**config.mk**
```make
export PLATFORM = sky130hd
export DESIGN_NAME = lpkt_ctrl
export DESIGN_NICKNAME = d
export VERILOG_FILES = /design/src/hw/rtl/lpkt_pkg.sv /design/src/hw/rtl/lpkt_ctrl.sv
export SDC_FILE = /design/constraint.sdc
export NUM_CORES = 1
export LEC_CHECK = 0
export BUFFER_PORTS_ARGS = -buffer_cell sky130_fd_sc_hd__buf_2
export CORE_AREA = 2 2 39 41
export DETAILED_ROUTE_END_ITERATION = 7
export DIE_AREA = 0 0 41 43
export SETUP_SLACK_MARGIN = 0.4
export SLEW_MARGIN = 20
export SYNTH_ARGS = -nofsm -noshare
export SYNTH_HDL_FRONTEND = slang
export SYNTH_SLANG_ARGS = --single-unit
export TNS_END_PERCENT = 10
```
**constraint.sdc**
```tcl
create_clock -name clk -period 1.7 [get_ports clk]
set_input_delay 0.34 -clock clk [delete_from_list [all_inputs] [get_ports clk]]
set_output_delay 0.34 -clock clk [all_outputs]
set_load 0.005 [all_outputs]
```
**src/hw/rtl/lpkt_pkg.sv**
```systemverilog
// ----------------------------------------------------------------------------
// Linear probe key table package
// Shared widths, codes and control structures of the key table.
// ----------------------------------------------------------------------------
package lpkt_pkg;

	localparam int KEY_W          = 32;
	localparam int REQ_W          = 2;
	localparam int STATUS_W       = 3;
	localparam int SLOT_W         = 10;
	localparam int TABLE_SIZE_DEF = 1024;

	// Request codes; the fourth code is undefined and answers not found.
	localparam logic [REQ_W-1:0] REQ_FIND   = 2'd0;
	localparam logic [REQ_W-1:0] REQ_INSERT = 2'd1;
	localparam logic [REQ_W-1:0] REQ_CLEAR  = 2'd2;

	typedef enum logic [STATUS_W-1:0] {
		STS_FOUND     = 3'd0,
		STS_INSERTED  = 3'd1,
		STS_NOT_FOUND = 3'd2,
		STS_FULL      = 3'd3,
		STS_CLEARED   = 3'd4
	} status_t;

	typedef enum logic [2:0] {
		S_SWEEP,
		S_IDLE,
		S_HASH,
		S_FETCH,
		S_PROBE
	} state_t;

	// Commands from the controller to the datapath.
	typedef struct packed {
		logic    load;
		logic    hash_go;
		logic    fetch;
		logic    step;
		logic    write;
		logic    sweep;
		logic    respond;
		logic    use_slot;
		status_t code;
	} cmd_t;

	// Status from the datapath to the controller.
	typedef struct packed {
		logic key_zero;
		logic home_ready;
		logic hit;
		logic empty;
		logic room;
		logic sweep_last;
	} sts_t;

endpackage

```
**src/hw/rtl/lpkt_ctrl.sv**
```systemverilog
// ----------------------------------------------------------------------------
// Key table controller
// Sequences the clearing sweep, the home slot reduction and the probe walk.
// ----------------------------------------------------------------------------
module lpkt_ctrl (
	input  logic                          clk,
	input  logic                          arst_n,
	input  logic                          start,
	input  logic [lpkt_pkg::REQ_W-1:0]    req_type,
	input  lpkt_pkg::sts_t                sts,
	output lpkt_pkg::cmd_t                cmd,
	output logic                          busy
);
	import lpkt_pkg::*;

	state_t state_q;
	state_t state_d;
	logic   ins_q;
	logic   clr_resp_q;
	logic   accept;

	assign busy   = (state_q != S_IDLE);
	assign accept = start && (state_q == S_IDLE);

	always_ff @(posedge clk or negedge arst_n) begin
		if (!arst_n) begin
			state_q <= S_SWEEP;
		end else begin
			state_q <= state_d;
		end
	end

	always_ff @(posedge clk or negedge arst_n) begin
		if (!arst_n) begin
			ins_q      <= 1'b0;
			clr_resp_q <= 1'b0;
		end else begin
			if (accept) begin
				ins_q      <= (req_type == REQ_INSERT);
				clr_resp_q <= (req_type == REQ_CLEAR);
			end
		end
	end

	always_comb begin
		state_d  = state_q;
		cmd      = '0;
		cmd.code = STS_NOT_FOUND;
		case (state_q)
			S_SWEEP: begin
				cmd.sweep = 1'b1;
				if (sts.sweep_last) begin
					state_d     = S_IDLE;
					cmd.respond = clr_resp_q;
					cmd.code    = STS_CLEARED;
				end
			end
			S_IDLE: begin
				if (start) begin
					if (req_type == REQ_CLEAR) begin
						state_d = S_SWEEP;
					end else if ((req_type == REQ_FIND || req_type == REQ_INSERT)
					             && !sts.key_zero) begin
						cmd.load    = 1'b1;
						cmd.hash_go = 1'b1;
						state_d     = S_HASH;
					end else begin
						cmd.respond = 1'b1;
					end
				end
			end
			S_HASH: begin
				if (sts.home_ready) begin
					cmd.fetch = 1'b1;
					state_d   = S_PROBE;
				end
			end
			S_FETCH: begin
				cmd.fetch = 1'b1;
				state_d   = S_PROBE;
			end
			S_PROBE: begin
				if (sts.hit) begin
					cmd.respond  = 1'b1;
					cmd.use_slot = 1'b1;
					cmd.code     = STS_FOUND;
					state_d      = S_IDLE;
				end else if (sts.empty) begin
					cmd.respond = 1'b1;
					state_d     = S_IDLE;
					if (ins_q && sts.room) begin
						cmd.write    = 1'b1;
						cmd.use_slot = 1'b1;
						cmd.code     = STS_INSERTED;
					end else if (ins_q) begin
						cmd.code = STS_FULL;
					end
				end else begin
					cmd.step = 1'b1;
				end
			end
			default: begin
				state_d = S_IDLE;
			end
		endcase
	end

endmodule

```
**Word level (Yosys, flattened, before mapping)**

Index checks and enable logic that the tools add are counted.

- Register bits after elaboration: 5
- Input bits: 11
- Output and inout port bits: 12
- Logic and storage cells: 55

- Equal/unequal tests: 12
- Muxes and demuxes: 32
- Reductions and logical operators: 8

Operator list:

| kind | count |
|---|---|
| 2-to-1 mux 3 bit | 9 |
| one-hot mux 3 bit (5 select lines) | 1 |
| 2-to-1 mux 2 bit | 6 |
| 2-to-1 mux 1 bit | 11 |
| 2-to-1 mux 5 bit | 2 |
| equality test 3 x 2 -> 1 bit (second input constant) | 2 |
| != test 2 bit (second input constant) | 3 |
| != test 3 x 1 -> 1 bit (second input constant) | 2 |
| one-hot mux 3 bit (2 select lines) | 1 |
| AND reduction 5 bit | 1 |
| equality test 3 x 1 -> 1 bit (second input constant) | 1 |
| equality test 3 bit (second input constant) | 1 |
| logical AND 1 bit | 3 |
| zero test 3 bit | 1 |
| != test 3 bit (second input constant) | 1 |
| one-hot mux 1 bit (3 select lines) | 1 |
| equality test 2 x 1 -> 1 bit (second input constant) | 1 |
| equality test 2 bit (second input constant) | 1 |
| zero test 2 bit | 1 |
| one-hot mux 1 bit (2 select lines) | 1 |
| zero test 1 bit | 1 |
| logical OR 1 bit | 1 |

**Depth between registers and ports, before layout**

Gate-level depths: netlist (run 1).

- Depth after elaboration: 7
- Mapped depth: 4
- Mapped depth without buffers: 3

**Worst setup path before layout (run 1)**

No wires, ideal clock.

- Kind: reg2out
- From: register state_q[0]
- To: output port cmd[7] (netlist bit)
- Arrival: 1303 ps
- Required time: 1360 ps
- Setup slack: 57 ps
- Stages on the path, launching flop included: 5
- Buffers on the path: 1
- Path through: dfrtp_1 -> buf_6 -> or4b_4 -> or2_4 -> inv_1

RTL lines:

| item | line | text |
|---|---|---|
| start: declaration | lpkt_ctrl.sv:16 | `state_t state_q;` |
| start signal: assignment | lpkt_ctrl.sv:29 | `state_q <= state_d;` |
| end: declaration | lpkt_ctrl.sv:11 | `output lpkt_pkg::cmd_t cmd,` |

==> metrics.txt, run 1 <==
Final nets 90; first-pass iteration count of the detailed router 4; Syn Nets 55; Fmax 535 MHz; Tmin final 1.87 ns; CTS tree built; post-synth top area share 0.339; fin crit share 1.10; post-route ant nets 0; Setup-failing EPs final 4; DR vias 451; cell leakage power 0.329 nW; layout cells sized above 1 0.628; Final Max Tran Viols 0; dpl hpwl 800 um; most area-consuming cells after synthesis dfrtp_1 (34%), nor2_1 (7.1%), mux2i_1 (5.4%); Synth Cell Area 369 um^2; worst hold slack 0.393 ns; dominant cell type by area after synthesis dfrtp_1; remaining global-route overflow 0; maxcap violations 0; Final Util 0.488; Final Hold Fails 0; Setup WS post-layout -0.170 ns; Setup TNS Final -0.412 ns; failing checks setup timing; CP arrival 1.53 ns; RSZ-0062 raised after global routing true; Setup crit start kind flop; register area share after synthesis 0.339; Slew @ Worst Pin 0.330 ns; Pwr Density 1220 nW/um^2; first-pass GRT wire length 1500 um; Filler cells 130; Buffers on Ports 22; warning count from the yosys run 0; drt wl/cell 11.8 um; FF/Latch Area 125 um^2; result of the run complete, but fails checks; largest net degree at the start of global routing 8; CP endpoint kind primary output; via/cell ratio 4.80; Worst Path Class, Setup flop to primary output; Rows 14; Mean Syn Cell Area 8.39 um^2; Die H 43 um; CTS Buf Count 3; Hold/Removal Path Class primary input to flop; Core Area 1380 um^2; root buf cell clkbuf_4; Die W 41 um; Placer Congestion 0.679; DR iter-0 viols 2; Setup Skew 0.000707 ns; worst vdd ir 0.000388 V; diode count 0; instance area at placement 510 um^2; clk sinks 5; DRC violations left 0; I/O Pins 23; slew margin rel. 0.779; WP data required 1.36 ns; Initial Util 0.267; # H-tree levels 1; worst-case clock buffer depth 2; Clk Latency, worst-skew pair 0.23 ns; Yosys cell types 22; finished layout cell area 676 um^2; CP Max Fanout 3; full die area 1760 um^2; area delta synth->final 83.1%; vias in the first global route 374; DRT Wirelength 1110 um; Yosys reg bits 5; clock slew at reported path FFs 0.04 ns; Multi-input gate area 285 um^2; Gate Count Post-Synth 44; GRT Overall Usage 0.126; initial antenna violation count 0
[critical path: stages (launching register included)]
cell and delay, ns:
dfrtp_1 0.39, or4b_4 0.53, or2_4 0.25, inv_2 0.05
buf_6 0.08
[synthesized netlist by cell type]
| master | n |
|---|---|
| buf_6 | 1 |
| dfrtp_1 | 5 |
| o21ai_0 | 2 |
| nand2_1 | 5 |
| and2_1 | 2 |
| o21ai_1 | 1 |
| nor3_1 | 2 |
| nor4_1 | 2 |
| a221o_1 | 1 |
| o311a_1 | 1 |
| nand2b_1 | 2 |
| inv_1 | 2 |
| a21oi_1 | 1 |
| nor2_1 | 7 |
| or2_4 | 1 |
| or3b_2 | 1 |
| or4b_4 | 1 |
| a31o_2 | 1 |
| nand4bb_1 | 1 |
| a31oi_1 | 1 |
| mux2i_1 | 2 |
| buf_4 | 2 |
[per-layer routing]
metal,vias to the layer above,GRT usage,wire (um)
met3,2,0.0157,85
li1,229,-,-
met5,-,0,0
met1,197,0.134,455
met2,23,0.216,553
met4,0,0.0800,14
[layout by cell type (no fill, tap or decap), drive strengths merged]
cell type    netlist  layout
a21oi              1       1
a221o              1       1
a31o               1       1
a31oi              1       1
and2               2       2
buf                3      32
clkbuf             0       4
dfrtp              5       5
dlygate4sd3        0       1
inv                2       2
mux2i              2       2
nand2              5       5
nand2b             2       2
nand4bb            1       1
nor2               7       7
nor3               2       2
nor4               2       2
o21ai              3       3
o311a              1       1
or2                1       1
or3b               1       1
or4b               1       1
[stage by stage]
step           std cells  worst slack, ns  power (mW)
4_1_cts               92           -0.206       0.757
2_1_floorplan         44           0.0647       0.375
6_report              94           -0.170       0.821
3_3_place_gp          84           0.0425       0.484
3_5_place_dp          84           0.0404       0.489
5_1_grt               94           -0.220       0.885
[report_power, final]
group / internal, mW / switching [mW]
registers: 0.159 / 0.0333
clock network: 0.0885 / 0.0449
logic: 0.277 / 0.219
[state kept, by name (all words and copies together), names as in the netlist]
| signal | count |
|---|---|
| state_q | 3 |
| clr_resp_q | 1 |
| ins_q | 1 |
[kinds of logic after synthesis]
logic type             count (synthesis)  synth area share
muxes                                  2            0.0542
and+or+nand+nor                       24             0.366
AOI/OAI and AO/OA                      8             0.149
buffers and inverters                  5            0.0915
DFF                                    5             0.339
[final timing paths]
path | cells past startpoint | from | slack [ns] | to
max in group asynchronous | 2 | arst_n | 1.11 | ins_q$_DFFE_PN0P_
worst max-delay path | 4 | state_q[0]$_DFFE_PN0P_ | -0.17 | cmd[7]
min in group asynchronous | 2 | arst_n | 0.46 | state_q[2]$_DFFE_PN0P_
worst min register to register | 2 | clr_resp_q$_DFFE_PN0P_ | 0.51 | clr_resp_q$_DFFE_PN0P_
worst min-delay path | 3 | req_type[0] | 0.39 | ins_q$_DFFE_PN0P_
worst max register to register | 4 | state_q[0]$_DFFE_PN0P_ | 0.18 | state_q[0]$_DFFE_PN0P_
[repair_timing]
item | CTS | global route
resized for setup | 12 | 5
hold endpoints to repair | 5 | 0
setup endpoints to repair | 15 | 15
hold buffers | 1 | 0
pin swaps | 5 | 4
buffers inserted | 3 | 2
[area by class of cell]
type,count,area share
Tap cell,16,0.0296
Clock buffer,4,0.0389
Timing Repair Buffer,33,0.313
Multi-Input combinational cell,34,0.422
Inverter,2,0.0111
Sequential cell,5,0.185
Power figures use the tool's default switching activity.
==> inputs of run 2 (changes only) <==
Settings changed: SETUP_SLACK_MARGIN 0.4 to 0.02.
==> run 2 against run 1 <==
The run still ends with setup timing left. Setup slack got worse by 0.019 ns. Utilization decreased by 5.0 points. Clock skew rose by 0.00099 ns. Final area fell by 10%. Sequential share of layout area up 2.1 points. Critical path type unchanged. Highest routed layer is now met3.
==> metrics.txt, run 2 (same netlist as run 1, synthesis figures left out) <==
result of the run complete, but fails checks; failing checks setup timing; slew margin rel. 0.816 (+0.0370); Final nets 86 (-4.4%); Final Hold Fails 0 (unchanged); worst vdd ir 0.000374 V (-3.8%); clock slew at reported path FFs 0.04 ns (about the same); first-pass GRT wire length 1400 um (-6.5%); Initial Util 0.267 (unchanged); drt wl/cell 10.9 um (-8.0%); clk sinks 5 (unchanged); Sw Share 0.357 (-0.00474); Final Max Tran Viols 0 (unchanged); initial antenna violation count 0 (unchanged); Pwr Density 1110 nW/um^2 (-8.4%); Die W 41 um (unchanged); Rows 14 (unchanged); CP arrival 1.55 ns (+0.02 ns); Most flops, register state_q; remaining global-route overflow 0 (unchanged); Hold/Removal Path Class primary input to flop; Tmin final 1.89 ns (+0.0193 ns); Psw 0.241 mW (-19%); via/cell ratio 4.63 (-3.4%); GRT Overall Usage 0.120 (-0.00671); Tot Pwr 0.676 mW (-18%); cell leakage power 0.302 nW (-8.2%); diode count 0 (unchanged); CTS Buf Count 3 (unchanged); DRC violations left 0 (unchanged); Buffers on Ports 22 (unchanged); Core Area 1380 um^2 (unchanged); Setup crit start kind flop; Non-Filler Instances 90 (-4.3%); maxcap violations 0 (unchanged); worst-case clock buffer depth 2 (unchanged); first-pass iteration count of the detailed router 4 (unchanged); Slew @ Worst Pin 0.274 ns (-0.0565 ns); largest net degree at the start of global routing 8 (unchanged); root buf cell clkbuf_4; most common cell after layout, fill and taps aside buf_2; Worst Path Class, Setup flop to primary output; I/O Pins 23 (unchanged); dpl hpwl 788 um (-1.5%); Setup TNS Final -0.495 ns (-0.0829 ns); CP Max Fanout 4 (+1); WP data required 1.36 ns (about the same); Fmax 529 MHz (-1.0%); Comb power frac 0.518 (-0.086); commonest non-fill, non-tap cells in the layout buf_2 (21), buf_4 (6), nand2_1 (5), nor2_1 (5), dfrtp_1 (5); CP endpoint kind primary output; Die H 43 um (unchanged); FF/Latch Area 125 um^2 (unchanged); global route hottest layer met2; DR vias 417 (-7.5%); Post-Place Cells 84 (unchanged); Clk Latency, worst-skew pair 0.24 ns (about the same); RSZ-0062 raised after global routing true; Flop pwr share 0.284 (+0.050); Setup-failing EPs final 6 (+2); fin crit share 1.11 (+0.0114); CTS tree built; # H-tree levels 1 (unchanged); vias in the first global route 354 (-5.3%); Setup Skew 0.00169 ns (+0.000987 ns); number of flip-flops in the largest register 3 (unchanged); layout cells sized above 1 0.581 (-0.0471); met1 Usage GRT 0.142 (+0.00796); Placer Congestion 0.740 (+9.0%); Multi-input gate area 256 um^2 (-10%); area delta synth->final 64.4%; met3 Usage GRT 0.0209 (+0.00524); Setup WS post-layout -0.190 ns (-0.0193 ns); full die area 1760 um^2 (unchanged); Clock power frac 0.197 (+0.035); Filler cells 145 (+12%); cell-internal power 0.434 mW (-17%); met2 Use GR 0.175 (-0.0406); post-route ant nets 0 (unchanged); Top Registers state_q x3, clr_resp_q x1, ins_q x1; DR iter-0 viols 2 (unchanged); DRT Wirelength 977 um (-12%)
-- run 2: per-stage QoR --
step / cell area (um^2) / hold slack (ns) / worst slack [ns] / utilization
after detailed placement: 510 / 0.159 / 0.0217 / 0.369
after floorplan: 369 / 0.0444 / 0.0574 / -
after CTS: 592 / 0.380 / -0.195 / 0.428
final: 607 / 0.387 / -0.190 / 0.439
after global routing: 607 / 0.411 / -0.234 / 0.439
after global placement: 510 / 0.158 / 0.0440 / 0.369
-- run 2: per-layer routing --
layer,wire length [um],part of all wire,vias up
met1,420,0.43,181
met3,105,0.11,0
met5,0,0,-
li1,-,-,216
met4,0,0,0
met2,450,0.46,20
-- run 2: cell type report --
cell class / count / area share
sequential: 5 / 0.206
multi-input combinational: 34 / 0.423
tap: 16 / 0.0330
inverter: 2 / 0.0124
timing repair buffer: 29 / 0.282
clock buffer: 4 / 0.0433
-- run 2: final timing paths --
path	slack [ns]	endpoint	cells past startpoint	startpoint
max	-0.19	cmd[7]	4	state_q[1]$_DFFE_PN0P_
min	0.39	ins_q$_DFFE_PN0P_	3	req_type[0]
max reg2reg	0.16	state_q[0]$_DFFE_PN0P_	4	state_q[1]$_DFFE_PN0P_
min reg2reg	0.48	clr_resp_q$_DFFE_PN0P_	2	clr_resp_q$_DFFE_PN0P_
max in group asynchronous	1.11	ins_q$_DFFE_PN0P_	2	arst_n
min in group asynchronous	0.45	state_q[2]$_DFFE_PN0P_	2	arst_n
-- run 2: what timing repair did --
item,CTS,global route
endpoints found under the setup margin,8,9
buffers inserted,1,0
pin swaps,3,0
hold buffers,1,0
hold endpoints to repair,5,0
resized for setup,8,3
-- run 2: power by group through the flow --
stage	registers [mW]	clock network (mW)	logic (mW)
floorplan	0.179	0	0.196
global placement	0.193	0	0.282
detailed placement	0.194	0	0.283
CTS	0.190	0.139	0.348
global route	0.198	0.145	0.392
finish	0.192	0.133	0.350
-- run 2: worst max-delay path: stages (launching register included) --
cell and delay, ns:
dfrtp_1 0.40, or4b_4 0.53, or2_4 0.25, inv_2 0.05, buf_6 0.08
